### src/hdl/lpm_pkg.sv
`default_nettype none
package lpm_pkg;

  // default sizing
  localparam int MAX_FRAME_PIXELS_LOG2_DEF = 23;
  localparam int MAX_FRAMES_LOG2_DEF       = 20;

  // arithmetic constants
  localparam logic [15:0] PEAK_RESET      = 16'd65025;
  localparam int          TEN_LOG10_2_Q16 = 197283;
  localparam logic [15:0] HUNDRED_DB_Q8   = 16'd25600;
  localparam logic [15:0] Q8_MAX          = 16'hFFFF;
  localparam int          MANT_W          = 31;
  localparam int          FRAC_BITS       = 16;
  localparam int          QUEUE_DEPTH     = 2;

  typedef struct packed {
    logic [7:0] ref_pixel;
    logic [7:0] test_pixel;
    logic       frame_end;
  } in_t;

  typedef struct packed {
    logic [15:0] frame_psnr;
    logic [15:0] mean_psnr;
    logic [19:0] frames_done;
    logic        exact_match;
  } out_t;

  typedef enum logic [1:0] {
    LG_IDLE,
    LG_NORM,
    LG_SQR
  } log_state_t;

  typedef enum logic [3:0] {
    BK_IDLE,
    BK_PROD,
    BK_LOGA_GO,
    BK_LOGA_WAIT,
    BK_LOGB_GO,
    BK_LOGB_WAIT,
    BK_SCALE,
    BK_ACC,
    BK_DIVINIT,
    BK_DIV,
    BK_EMIT
  } back_state_t;

endpackage
`default_nettype wire

### src/hdl/lpm_fifo.sv
`default_nettype none
module lpm_fifo #(
  parameter int WIDTH = 8,
  parameter int DEPTH = lpm_pkg::QUEUE_DEPTH
) (
  input  wire logic             clk,
  input  wire logic             rst_n,
  input  wire logic             push,
  input  wire logic [WIDTH-1:0] wdata,
  output logic                  full,
  input  wire logic             pop,
  output logic [WIDTH-1:0]      rdata,
  output logic                  empty
);
  localparam int AW = (DEPTH > 1) ? $clog2(DEPTH) : 1;
  localparam int CW = $clog2(DEPTH + 1);

  logic [WIDTH-1:0] mem_r [DEPTH];
  logic [AW-1:0]    wp_r, wp_nxt, rp_r, rp_nxt;
  logic [CW-1:0]    cnt_r, cnt_nxt;
  logic             do_push, do_pop;

  assign full    = (cnt_r == CW'(DEPTH));
  assign empty   = (cnt_r == '0);
  assign do_push = push && !full;
  assign do_pop  = pop && !empty;
  assign rdata   = mem_r[rp_r];

  // pointer wrap and fill count
  always_comb begin
    wp_nxt  = wp_r;
    rp_nxt  = rp_r;
    cnt_nxt = cnt_r;
    if (do_push) wp_nxt = (wp_r == AW'(DEPTH - 1)) ? '0 : wp_r + 1'b1;
    if (do_pop)  rp_nxt = (rp_r == AW'(DEPTH - 1)) ? '0 : rp_r + 1'b1;
    if (do_push && !do_pop)      cnt_nxt = cnt_r + 1'b1;
    else if (do_pop && !do_push) cnt_nxt = cnt_r - 1'b1;
  end

  always_ff @(posedge clk) begin
    if (!rst_n) begin
      wp_r  <= '0;
      rp_r  <= '0;
      cnt_r <= '0;
    end else begin
      wp_r  <= wp_nxt;
      rp_r  <= rp_nxt;
      cnt_r <= cnt_nxt;
    end
  end

  always_ff @(posedge clk) begin
    if (do_push) mem_r[wp_r] <= wdata;
  end
endmodule
`default_nettype wire

### src/hdl/lpm_front.sv
`default_nettype none
module lpm_front #(
  parameter int MAX_FRAME_PIXELS_LOG2 = lpm_pkg::MAX_FRAME_PIXELS_LOG2_DEF,
  localparam int EW = 16 + MAX_FRAME_PIXELS_LOG2,
  localparam int PW = MAX_FRAME_PIXELS_LOG2 + 1,
  localparam int JW = 1 + EW + PW + 16
) (
  input  wire logic         clk,
  input  wire logic         rst_n,
  input  wire logic         in_push,
  input  wire lpm_pkg::in_t in_data,
  output logic              in_full,
  input  wire logic         cfg_we,
  input  wire logic [15:0]  cfg_data,
  output logic              job_push,
  output logic [JW-1:0]     job_data,
  input  wire logic         job_full
);
  logic [15:0]   peak_r;
  logic [EW-1:0] err_r, err_nxt;
  logic [PW-1:0] pc_r, pc_nxt;
  logic [7:0]    diff;
  logic [15:0]   sq;
  logic          accept;
  logic [15:0]   peak_eff;

  assign in_full  = job_full;
  assign accept   = in_push && !job_full;
  assign peak_eff = (peak_r == '0) ? 16'd1 : peak_r;

  // absolute difference, squared
  always_comb begin
    diff = (in_data.ref_pixel > in_data.test_pixel) ?
           in_data.ref_pixel - in_data.test_pixel :
           in_data.test_pixel - in_data.ref_pixel;
    sq = 16'(diff * diff);
  end

  // accumulate until the pixel counter saturates
  always_comb begin
    err_nxt = err_r;
    pc_nxt  = pc_r;
    if (!pc_r[PW-1]) begin
      err_nxt = err_r + EW'(sq);
      pc_nxt  = pc_r + 1'b1;
    end
  end

  // frame close request to the back end
  assign job_push = accept && in_data.frame_end;
  assign job_data = {(err_nxt == '0), err_nxt, pc_nxt, peak_eff};

  always_ff @(posedge clk) begin
    if (!rst_n) begin
      peak_r <= lpm_pkg::PEAK_RESET;
      err_r  <= '0;
      pc_r   <= '0;
    end else begin
      if (cfg_we) peak_r <= cfg_data;
      if (accept) begin
        if (in_data.frame_end) begin
          err_r <= '0;
          pc_r  <= '0;
        end else begin
          err_r <= err_nxt;
          pc_r  <= pc_nxt;
        end
      end
    end
  end
endmodule
`default_nettype wire

### src/hdl/lpm_log2.sv
`default_nettype none
module lpm_log2 #(
  parameter int XW = 40,
  localparam int EBW  = $clog2(XW),
  localparam int LOGW = EBW + lpm_pkg::FRAC_BITS
) (
  input  wire logic          clk,
  input  wire logic          rst_n,
  input  wire logic          start,
  input  wire logic [XW-1:0] x,
  output logic               done,
  output logic [LOGW-1:0]    logv
);
  localparam int MW = lpm_pkg::MANT_W;

  lpm_pkg::log_state_t st_r, st_nxt;
  logic [XW-1:0]  x_r;
  logic [EBW-1:0] e_r;
  logic [MW-1:0]  m_r;
  logic [15:0]    frac_r;
  logic [3:0]     it_r;
  logic           done_r;
  logic [2*MW-1:0] prod;
  logic [MW:0]    sqv;
  logic           last_it;

  assign prod    = (2*MW)'(m_r) * (2*MW)'(m_r);
  assign sqv     = prod[2*MW-1:MW-1];
  assign last_it = (it_r == 4'hF);
  assign done    = done_r;
  assign logv    = {e_r, frac_r};

  // next state
  always_comb begin
    st_nxt = st_r;
    unique case (st_r)
      lpm_pkg::LG_IDLE: if (start) st_nxt = lpm_pkg::LG_NORM;
      lpm_pkg::LG_NORM: if (x_r[XW-1]) st_nxt = lpm_pkg::LG_SQR;
      lpm_pkg::LG_SQR:  if (last_it) st_nxt = lpm_pkg::LG_IDLE;
      default:          st_nxt = lpm_pkg::LG_IDLE;
    endcase
  end

  always_ff @(posedge clk) begin
    if (!rst_n) begin
      st_r   <= lpm_pkg::LG_IDLE;
      done_r <= 1'b0;
    end else begin
      st_r   <= st_nxt;
      done_r <= (st_r == lpm_pkg::LG_SQR) && last_it;
    end
  end

  // normalize one bit a cycle, then one squaring per fraction bit
  always_ff @(posedge clk) begin
    unique case (st_r)
      lpm_pkg::LG_IDLE: begin
        x_r  <= x;
        e_r  <= EBW'(XW - 1);
        it_r <= '0;
      end
      lpm_pkg::LG_NORM: begin
        if (x_r[XW-1]) begin
          m_r <= x_r[XW-1 -: MW];
        end else begin
          x_r <= {x_r[XW-2:0], 1'b0};
          e_r <= e_r - 1'b1;
        end
      end
      lpm_pkg::LG_SQR: begin
        frac_r <= {frac_r[14:0], sqv[MW]};
        m_r    <= sqv[MW] ? sqv[MW:1] : sqv[MW-1:0];
        it_r   <= it_r + 1'b1;
      end
      default: ;
    endcase
  end
endmodule
`default_nettype wire

### src/hdl/lpm_back.sv
`default_nettype none
module lpm_back #(
  parameter int MAX_FRAME_PIXELS_LOG2 = lpm_pkg::MAX_FRAME_PIXELS_LOG2_DEF,
  parameter int MAX_FRAMES_LOG2       = lpm_pkg::MAX_FRAMES_LOG2_DEF,
  localparam int EW = 16 + MAX_FRAME_PIXELS_LOG2,
  localparam int PW = MAX_FRAME_PIXELS_LOG2 + 1,
  localparam int JW = 1 + EW + PW + 16
) (
  input  wire logic          clk,
  input  wire logic          rst_n,
  input  wire logic [JW-1:0] job_data,
  input  wire logic          job_empty,
  output logic               job_pop,
  output lpm_pkg::out_t      res_data,
  output logic               res_push,
  input  wire logic          res_full
);
  localparam int F    = MAX_FRAMES_LOG2;
  localparam int XW   = (EW + 1 > lpm_pkg::MANT_W) ? EW + 1 : lpm_pkg::MANT_W;
  localparam int LOGW = $clog2(XW) + lpm_pkg::FRAC_BITS;
  localparam int VW   = LOGW + 20;
  localparam int RW   = VW - 23;
  localparam int TW   = 16 + F;
  localparam int DW   = TW + 1;
  localparam int CW   = $clog2(DW + 1);
  localparam int FW   = (F > 20) ? F : 20;

  lpm_pkg::back_state_t st_r, st_nxt;

  logic            exact_r;
  logic [EW-1:0]   err_r;
  logic [PW-1:0]   pc_r;
  logic [15:0]     peak_r;
  logic [XW-1:0]   pp_r;
  logic [LOGW-1:0] la_r, lb_r;
  logic signed [VW-1:0] v_r;
  logic [15:0]     psnr_r;
  logic [TW-1:0]   total_r;
  logic [F-1:0]    fc_r;
  logic [DW-1:0]   dq_r;
  logic [F-1:0]    rem_r;
  logic [CW-1:0]   cnt_r;

  logic            log_start, log_done;
  logic [XW-1:0]   log_x;
  logic [LOGW-1:0] log_v;
  logic signed [LOGW:0] d_s;
  logic signed [VW-1:0] v_nxt;
  logic [RW-1:0]   r_sum;
  logic [15:0]     psnr_nxt;
  logic [F:0]      rem_sh;
  logic            q_bit;
  logic [FW-1:0]   fc_ext;

  // shared log2 unit
  assign log_x = exact_r ? XW'(peak_r) : pp_r;

  lpm_log2 #(.XW(XW)) u_log2 (
    .clk   (clk),
    .rst_n (rst_n),
    .start (log_start),
    .x     (log_x),
    .done  (log_done),
    .logv  (log_v)
  );

  // next state
  always_comb begin
    st_nxt = st_r;
    unique case (st_r)
      lpm_pkg::BK_IDLE:      if (!job_empty) st_nxt = lpm_pkg::BK_PROD;
      lpm_pkg::BK_PROD:      st_nxt = lpm_pkg::BK_LOGA_GO;
      lpm_pkg::BK_LOGA_GO:   st_nxt = lpm_pkg::BK_LOGA_WAIT;
      lpm_pkg::BK_LOGA_WAIT:
        if (log_done) st_nxt = exact_r ? lpm_pkg::BK_SCALE : lpm_pkg::BK_LOGB_GO;
      lpm_pkg::BK_LOGB_GO:   st_nxt = lpm_pkg::BK_LOGB_WAIT;
      lpm_pkg::BK_LOGB_WAIT: if (log_done) st_nxt = lpm_pkg::BK_SCALE;
      lpm_pkg::BK_SCALE:     st_nxt = lpm_pkg::BK_ACC;
      lpm_pkg::BK_ACC:       st_nxt = lpm_pkg::BK_DIVINIT;
      lpm_pkg::BK_DIVINIT:   st_nxt = lpm_pkg::BK_DIV;
      lpm_pkg::BK_DIV:       if (cnt_r == CW'(DW - 1)) st_nxt = lpm_pkg::BK_EMIT;
      lpm_pkg::BK_EMIT:      if (!res_full) st_nxt = lpm_pkg::BK_IDLE;
      default:               st_nxt = lpm_pkg::BK_IDLE;
    endcase
  end

  // handshake outputs
  always_comb begin
    job_pop   = (st_r == lpm_pkg::BK_IDLE) && !job_empty;
    log_start = (st_r == lpm_pkg::BK_LOGA_GO) || (st_r == lpm_pkg::BK_LOGB_GO);
    res_push  = (st_r == lpm_pkg::BK_EMIT) && !res_full;
  end

  // dB scaling and clamp
  always_comb begin
    d_s   = exact_r ? $signed({1'b0, la_r}) : $signed({1'b0, la_r}) - $signed({1'b0, lb_r});
    v_nxt = VW'(d_s) * VW'(19'sd197283) + VW'(25'sh0800000);
    r_sum = RW'(v_r[VW-1:24]) + (exact_r ? RW'(lpm_pkg::HUNDRED_DB_Q8) : RW'(0));
    if (v_r[VW-1])                          psnr_nxt = '0;
    else if (r_sum > RW'(lpm_pkg::Q8_MAX))  psnr_nxt = lpm_pkg::Q8_MAX;
    else                                    psnr_nxt = r_sum[15:0];
  end

  // restoring divider step
  always_comb begin
    rem_sh = {rem_r, dq_r[DW-1]};
    q_bit  = (rem_sh >= {1'b0, fc_r});
  end

  always_ff @(posedge clk) begin
    if (!rst_n) begin
      st_r    <= lpm_pkg::BK_IDLE;
      total_r <= '0;
      fc_r    <= '0;
    end else begin
      st_r <= st_nxt;
      if (st_r == lpm_pkg::BK_ACC && !(&fc_r)) begin
        total_r <= total_r + TW'(psnr_nxt);
        fc_r    <= fc_r + 1'b1;
      end
    end
  end

  // datapath
  always_ff @(posedge clk) begin
    case (st_r)
      lpm_pkg::BK_IDLE: {exact_r, err_r, pc_r, peak_r} <= job_data;
      lpm_pkg::BK_PROD: pp_r <= XW'(peak_r * pc_r);
      lpm_pkg::BK_LOGA_WAIT: begin
        la_r <= log_v;
        pp_r <= XW'(err_r);
      end
      lpm_pkg::BK_LOGB_WAIT: lb_r <= log_v;
      lpm_pkg::BK_SCALE: v_r <= v_nxt;
      lpm_pkg::BK_ACC:   psnr_r <= psnr_nxt;
      lpm_pkg::BK_DIVINIT: begin
        dq_r  <= DW'(total_r) + DW'(fc_r >> 1);
        rem_r <= '0;
        cnt_r <= '0;
      end
      lpm_pkg::BK_DIV: begin
        rem_r <= q_bit ? F'(rem_sh - {1'b0, fc_r}) : rem_sh[F-1:0];
        dq_r  <= {dq_r[DW-2:0], q_bit};
        cnt_r <= cnt_r + 1'b1;
      end
      default: ;
    endcase
  end

  // result assembly
  assign fc_ext = FW'(fc_r);
  always_comb begin
    res_data.frame_psnr  = psnr_r;
    res_data.mean_psnr   = (|dq_r[DW-1:16]) ? lpm_pkg::Q8_MAX : dq_r[15:0];
    res_data.frames_done = fc_ext[19:0];
    res_data.exact_match = exact_r;
  end
endmodule
`default_nettype wire

### src/hdl/luma_psnr_meter.sv
`default_nettype none
// Luma PSNR meter.
// Input queue side: present a pixel pair on in_data and raise in_push; it is
// taken on a clock edge with in_push high and in_full low. Set frame_end on
// the last pair of each frame. Pixels are taken one per clock; in_full rises
// only while the frame-close queue (two deep) is full.
// Result queue side: one result per frame, held on out_data while out_empty is
// low, taken on an edge with out_pop high. A stalled receiver fills the
// two-entry result queue, then the back end waits, then the close queue
// fills and in_full rises; nothing is lost.
// The result of the frame_end pair is computed by the back end with the one-bit
// normalize shifter, the 16-step squaring log2 unit (log operand width XW =
// max(31, 17 + MAX_FRAME_PIXELS_LOG2)) and the bit-serial mean divider.
// Exact frames skip the second log and its start state. The back end closes
// one frame at a time; later frame closes wait in the close queue.
// cfg_we/cfg_data write peak_squared (reset 65025). Reset empties both
// queues and clears all totals.
module luma_psnr_meter #(
  parameter int MAX_FRAME_PIXELS_LOG2 = lpm_pkg::MAX_FRAME_PIXELS_LOG2_DEF,
  parameter int MAX_FRAMES_LOG2       = lpm_pkg::MAX_FRAMES_LOG2_DEF
) (
  input  wire logic          clk,
  input  wire logic          rst_n,
  input  wire logic          in_push,
  input  wire lpm_pkg::in_t  in_data,
  output logic               in_full,
  output logic               out_empty,
  input  wire logic          out_pop,
  output lpm_pkg::out_t      out_data,
  input  wire logic          cfg_we,
  input  wire logic [15:0]   cfg_data
);
  localparam int JW = 1 + (16 + MAX_FRAME_PIXELS_LOG2) + (MAX_FRAME_PIXELS_LOG2 + 1) + 16;
  localparam int OW = $bits(lpm_pkg::out_t);

  logic          job_push, job_full, job_pop, job_empty;
  logic [JW-1:0] job_wdata, job_rdata;
  logic          res_push, res_full;
  lpm_pkg::out_t res_data;
  logic [OW-1:0] res_rdata;

  lpm_front #(.MAX_FRAME_PIXELS_LOG2(MAX_FRAME_PIXELS_LOG2)) u_front (
    .clk      (clk),
    .rst_n    (rst_n),
    .in_push  (in_push),
    .in_data  (in_data),
    .in_full  (in_full),
    .cfg_we   (cfg_we),
    .cfg_data (cfg_data),
    .job_push (job_push),
    .job_data (job_wdata),
    .job_full (job_full)
  );

  lpm_fifo #(.WIDTH(JW), .DEPTH(lpm_pkg::QUEUE_DEPTH)) u_job_q (
    .clk   (clk),
    .rst_n (rst_n),
    .push  (job_push),
    .wdata (job_wdata),
    .full  (job_full),
    .pop   (job_pop),
    .rdata (job_rdata),
    .empty (job_empty)
  );

  lpm_back #(
    .MAX_FRAME_PIXELS_LOG2(MAX_FRAME_PIXELS_LOG2),
    .MAX_FRAMES_LOG2      (MAX_FRAMES_LOG2)
  ) u_back (
    .clk       (clk),
    .rst_n     (rst_n),
    .job_data  (job_rdata),
    .job_empty (job_empty),
    .job_pop   (job_pop),
    .res_data  (res_data),
    .res_push  (res_push),
    .res_full  (res_full)
  );

  lpm_fifo #(.WIDTH(OW), .DEPTH(lpm_pkg::QUEUE_DEPTH)) u_res_q (
    .clk   (clk),
    .rst_n (rst_n),
    .push  (res_push),
    .wdata (res_data),
    .full  (res_full),
    .pop   (out_pop),
    .rdata (res_rdata),
    .empty (out_empty)
  );

  assign out_data = res_rdata;
endmodule
`default_nettype wire

### config.mk
export PLATFORM = sky130hd
export DESIGN_NAME = luma_psnr_meter
export DESIGN_NICKNAME = d
export VERILOG_FILES = /design/src/hdl/lpm_pkg.sv /design/src/hdl/lpm_fifo.sv /design/src/hdl/lpm_front.sv /design/src/hdl/lpm_log2.sv /design/src/hdl/lpm_back.sv /design/src/hdl/luma_psnr_meter.sv
export SDC_FILE = /design/constraint.sdc
export NUM_CORES = 2
export LEC_CHECK = 0
export BUFFER_PORTS_ARGS = -buffer_cell sky130_fd_sc_hd__buf_4
export CAP_MARGIN = 5
export CELL_PAD_IN_SITES_DETAIL_PLACEMENT = 1
export CELL_PAD_IN_SITES_GLOBAL_PLACEMENT = 2
export CORE_MARGIN = 1
export CORE_UTILIZATION = 44
export DETAILED_ROUTE_END_ITERATION = 10
export PLACE_DENSITY_LB_ADDON = 0.1
export RECOVER_POWER = 100
export SYNTH_ARGS = -nofsm -noshare
export SYNTH_HDL_FRONTEND = slang
export SYNTH_SLANG_ARGS = --single-unit
### constraint.sdc
create_clock -name clk -period 11.52 [get_ports clk]
set_input_delay 1.152 -clock clk [delete_from_list [all_inputs] [get_ports clk]]
set_output_delay 1.152 -clock clk [all_outputs]
set_load 0.01 [all_outputs]
==> results.md <==
* Drt drc at 0
* Synth top area share at 0.292
* CTS Hold Bufs at 0
* Wire per inst at 21.8 um
* Commonest non-fill, non-tap cells in the layout: 1535 x inv_1, 1200 x fa_1, 821 x nand2_1
* HPWL Detailed at 177000 um
* Ys async rst share at 0
* CTS tree: done
* Avg Inst Size Synth at 10.4 um2
* Most used DFF post-synth: edfxtp_1
* Routed WL at 228000 um
* Maxcap violations at 26
* Antenna-violating nets left at 0
* Commonest non-fill, non-tap cell in the layout: inv_1
* Final nets at slightly below 10000
* Failing checks: capacitance limit, slew limit
* Worst Tran Pin Value at just under 5 ns
* Violation count after the first detailed-route iteration at 2426
* Vias per Instance at 5.27
* I/O Buffers at 92
* Clock sinks at 775
* Syn_nets at 9910
* H-tree lvl count at 3
* Worst hold margin at approximately 0.44 ns
* Synth Instances at 7930
* CTS max path bufs at 3
* Setup Skew at 0.0484 ns
* Total gr overflow at 0
* Post-synthesis mux area share at 0.0311
* Crit-path max cell delay at 0.67 ns
* Drt pass-1 iters at 5
* Syn-to-layout area delta at 7.60%
* CP Data Arrival Time at 10.74 ns
* Worst Path Buf+Inv at 4
* Root Buffer: clkbuf_16
* Initial core utilization at 0.444
* Die area at 189000 um2
* DIE WIDTH at between 400 and 500 um
* Crit start category: register
* Max FO, Critical Path at 38
* Gr usage total at 0.249
* Unique masters post-synth at between 80 and 90
* Clock latency on the worst-skew pair at 0.72 ns
* GP Congestion at 0.859
* Simple-gate share of the synthesized area at 0.114
* Area leader, netlist: fa_1
* Largest family of logic cells by synthesized area: adder cells
* Final Hold Viols at 0
* Status: complete, but fails checks
* Sequential-to-total area share from yosys stat at 0.264
* Largest net degree at the start of global routing at 80
* CP delay by family, top: adder cells
* Post-synthesis cell area at 82300 um2
* XOR/XNOR Fraction of Synth Area at 0.0318
* Layout cells sized above 1 at 0.0551
* Adder-cell area share of the yosys netlist at 0.405
* Worst Path Required at 11.97 ns
* Synth area leaders: fa_1 29%, edfxtp_1 23%, ha_1 11%, inv_1 7.0%, nand2_1 3.8%
* Final setup viols at 0
* Die Ht at 435 um
* Setup Buffers After CTS at 0
* CTS clk-pin slew, worst paths at 0.06 ns
* RSZ-0062 raised after global routing: false
* Min Tclk post-route at 10.28 ns
* Max Clk Rate at 97.2 MHz
* Synthesis Warnings at 0
* Vias in the first global route at 62428
* Number of enable flip-flop cells after synthesis at 624
* Cell mode on critical path: fa_1
* Post-synthesis register bit count at 775
* First-pass GRT wire length at 362000 um
* Boundary Pins at 93
* Row cnt at 158
* Via count at 55139
* CTS Buf Count at 87
* Setup crit end kind: register
* CP Class: register to register
* Final worst-path cycle share at 0.893
* CTS resizes at 0
* Hold Path Class: register to register
* Initial antenna violation count at 6
* Post-synthesis compound-gate area fraction at 0.0687
* Max Slew Vio Count at around 1300
* CORE AREA at 186000 um2
* Final TNS setup at 0 ns
* Slowest cell on the critical path: o211ai_1
* Relative max-transition margin at -2.26
-- sequential cells by signal (all words and copies together) (netlist names), 31 cells and up, named ones only --
register / cells
u_back.pp_r: 40
u_res_q.mem_r: 106
u_back.u_log2.m_r: 31
u_back.u_log2.x_r: 40
u_back.total_r: 36
u_back.dq_r: 37
u_front.err_r: 39
u_job_q.mem_r: 160
u_back.err_r: 39
-- cells by family after synthesis --
family,after synthesis
buffers and inverters,1858
AND/OR/NAND/NOR,1962
multiplexers,237
AO/OA/AOI/OAI,857
flip-flops,775
adder cells (fa/ha/maj),1942
XOR/XNOR,299
-- metal layers --
metal  part of all wire  vias to the layer above  global-route usage
met4              0.021                        0              0.0561
met2               0.50                      710               0.438
met1               0.45                    28829               0.334
met3              0.027                      227              0.0210
met5                  0                        -                   0
li1                   -                    25373                   -
-- Yosys cell counts, types with 105 or more instances --
master    instances
nand2_1         823
xor2_1          120
fa_1           1200
and2_1          329
xnor2_1         179
dfxtp_1         151
inv_1          1536
ha_1            742
edfxtp_1        624
o21ai_0         212
nor2_1          278
nor2b_1         105
mux2_2          150
a21oi_1         201
clkbuf_1        289
-- cell type report --
class / count / area, um2
Sequential cell: 775 / 21800
Inverter: 1545 / 5800
Clock buffer: 108 / 2350
Multi-Input combinational cell: 5297 / 53600
Antenna cell: 2 / 5.00
Timing Repair Buffer: 208 / 1290
Tap cell: 2480 / 3100
Clock inverter: 56 / 707
Fill cell: 20348 / 97000
-- worst register-to-register path: cells and delay by family, from the launching register on --
kind	cells	cell delay, ns
adders and majority gates	9	4.42
and+or+nand+nor	6	2.02
AOI/OAI and AO/OA	6	1.97
buffers and inverters	4	0.99
DFF	1	0.62
-- per-stage QoR --
stage,std cells,setup WS [ns],utilization,cell area (um2)
after floorplan,7930,2.56,-,82300
after global placement,10305,1.74,0.463,85900
after detailed placement,10305,1.53,0.463,85900
after CTS,10469,1.50,0.479,88900
after global routing,10470,0.696,0.477,88600
final,10471,1.24,0.477,88600
-- final timing paths --
kind | startpoint | endpoint | slack [ns] | cells after the start
worst max-delay path | u_back.u_log2.m_r[14] | u_back.u_log2.m_r[29] | 1.24 | 25
worst min-delay path | u_back.psnr_r[13] | u_res_q.mem_r[1][50] | 0.44 | 0
worst max register to register | u_back.u_log2.m_r[14] | u_back.u_log2.m_r[29] | 1.24 | 25
worst min register to register | u_back.psnr_r[13] | u_res_q.mem_r[1][50] | 0.44 | 0
Power is left out: the tool's default activity adds up to more than one toggle a clock period on the data nets, which glitch-free logic cannot reach.
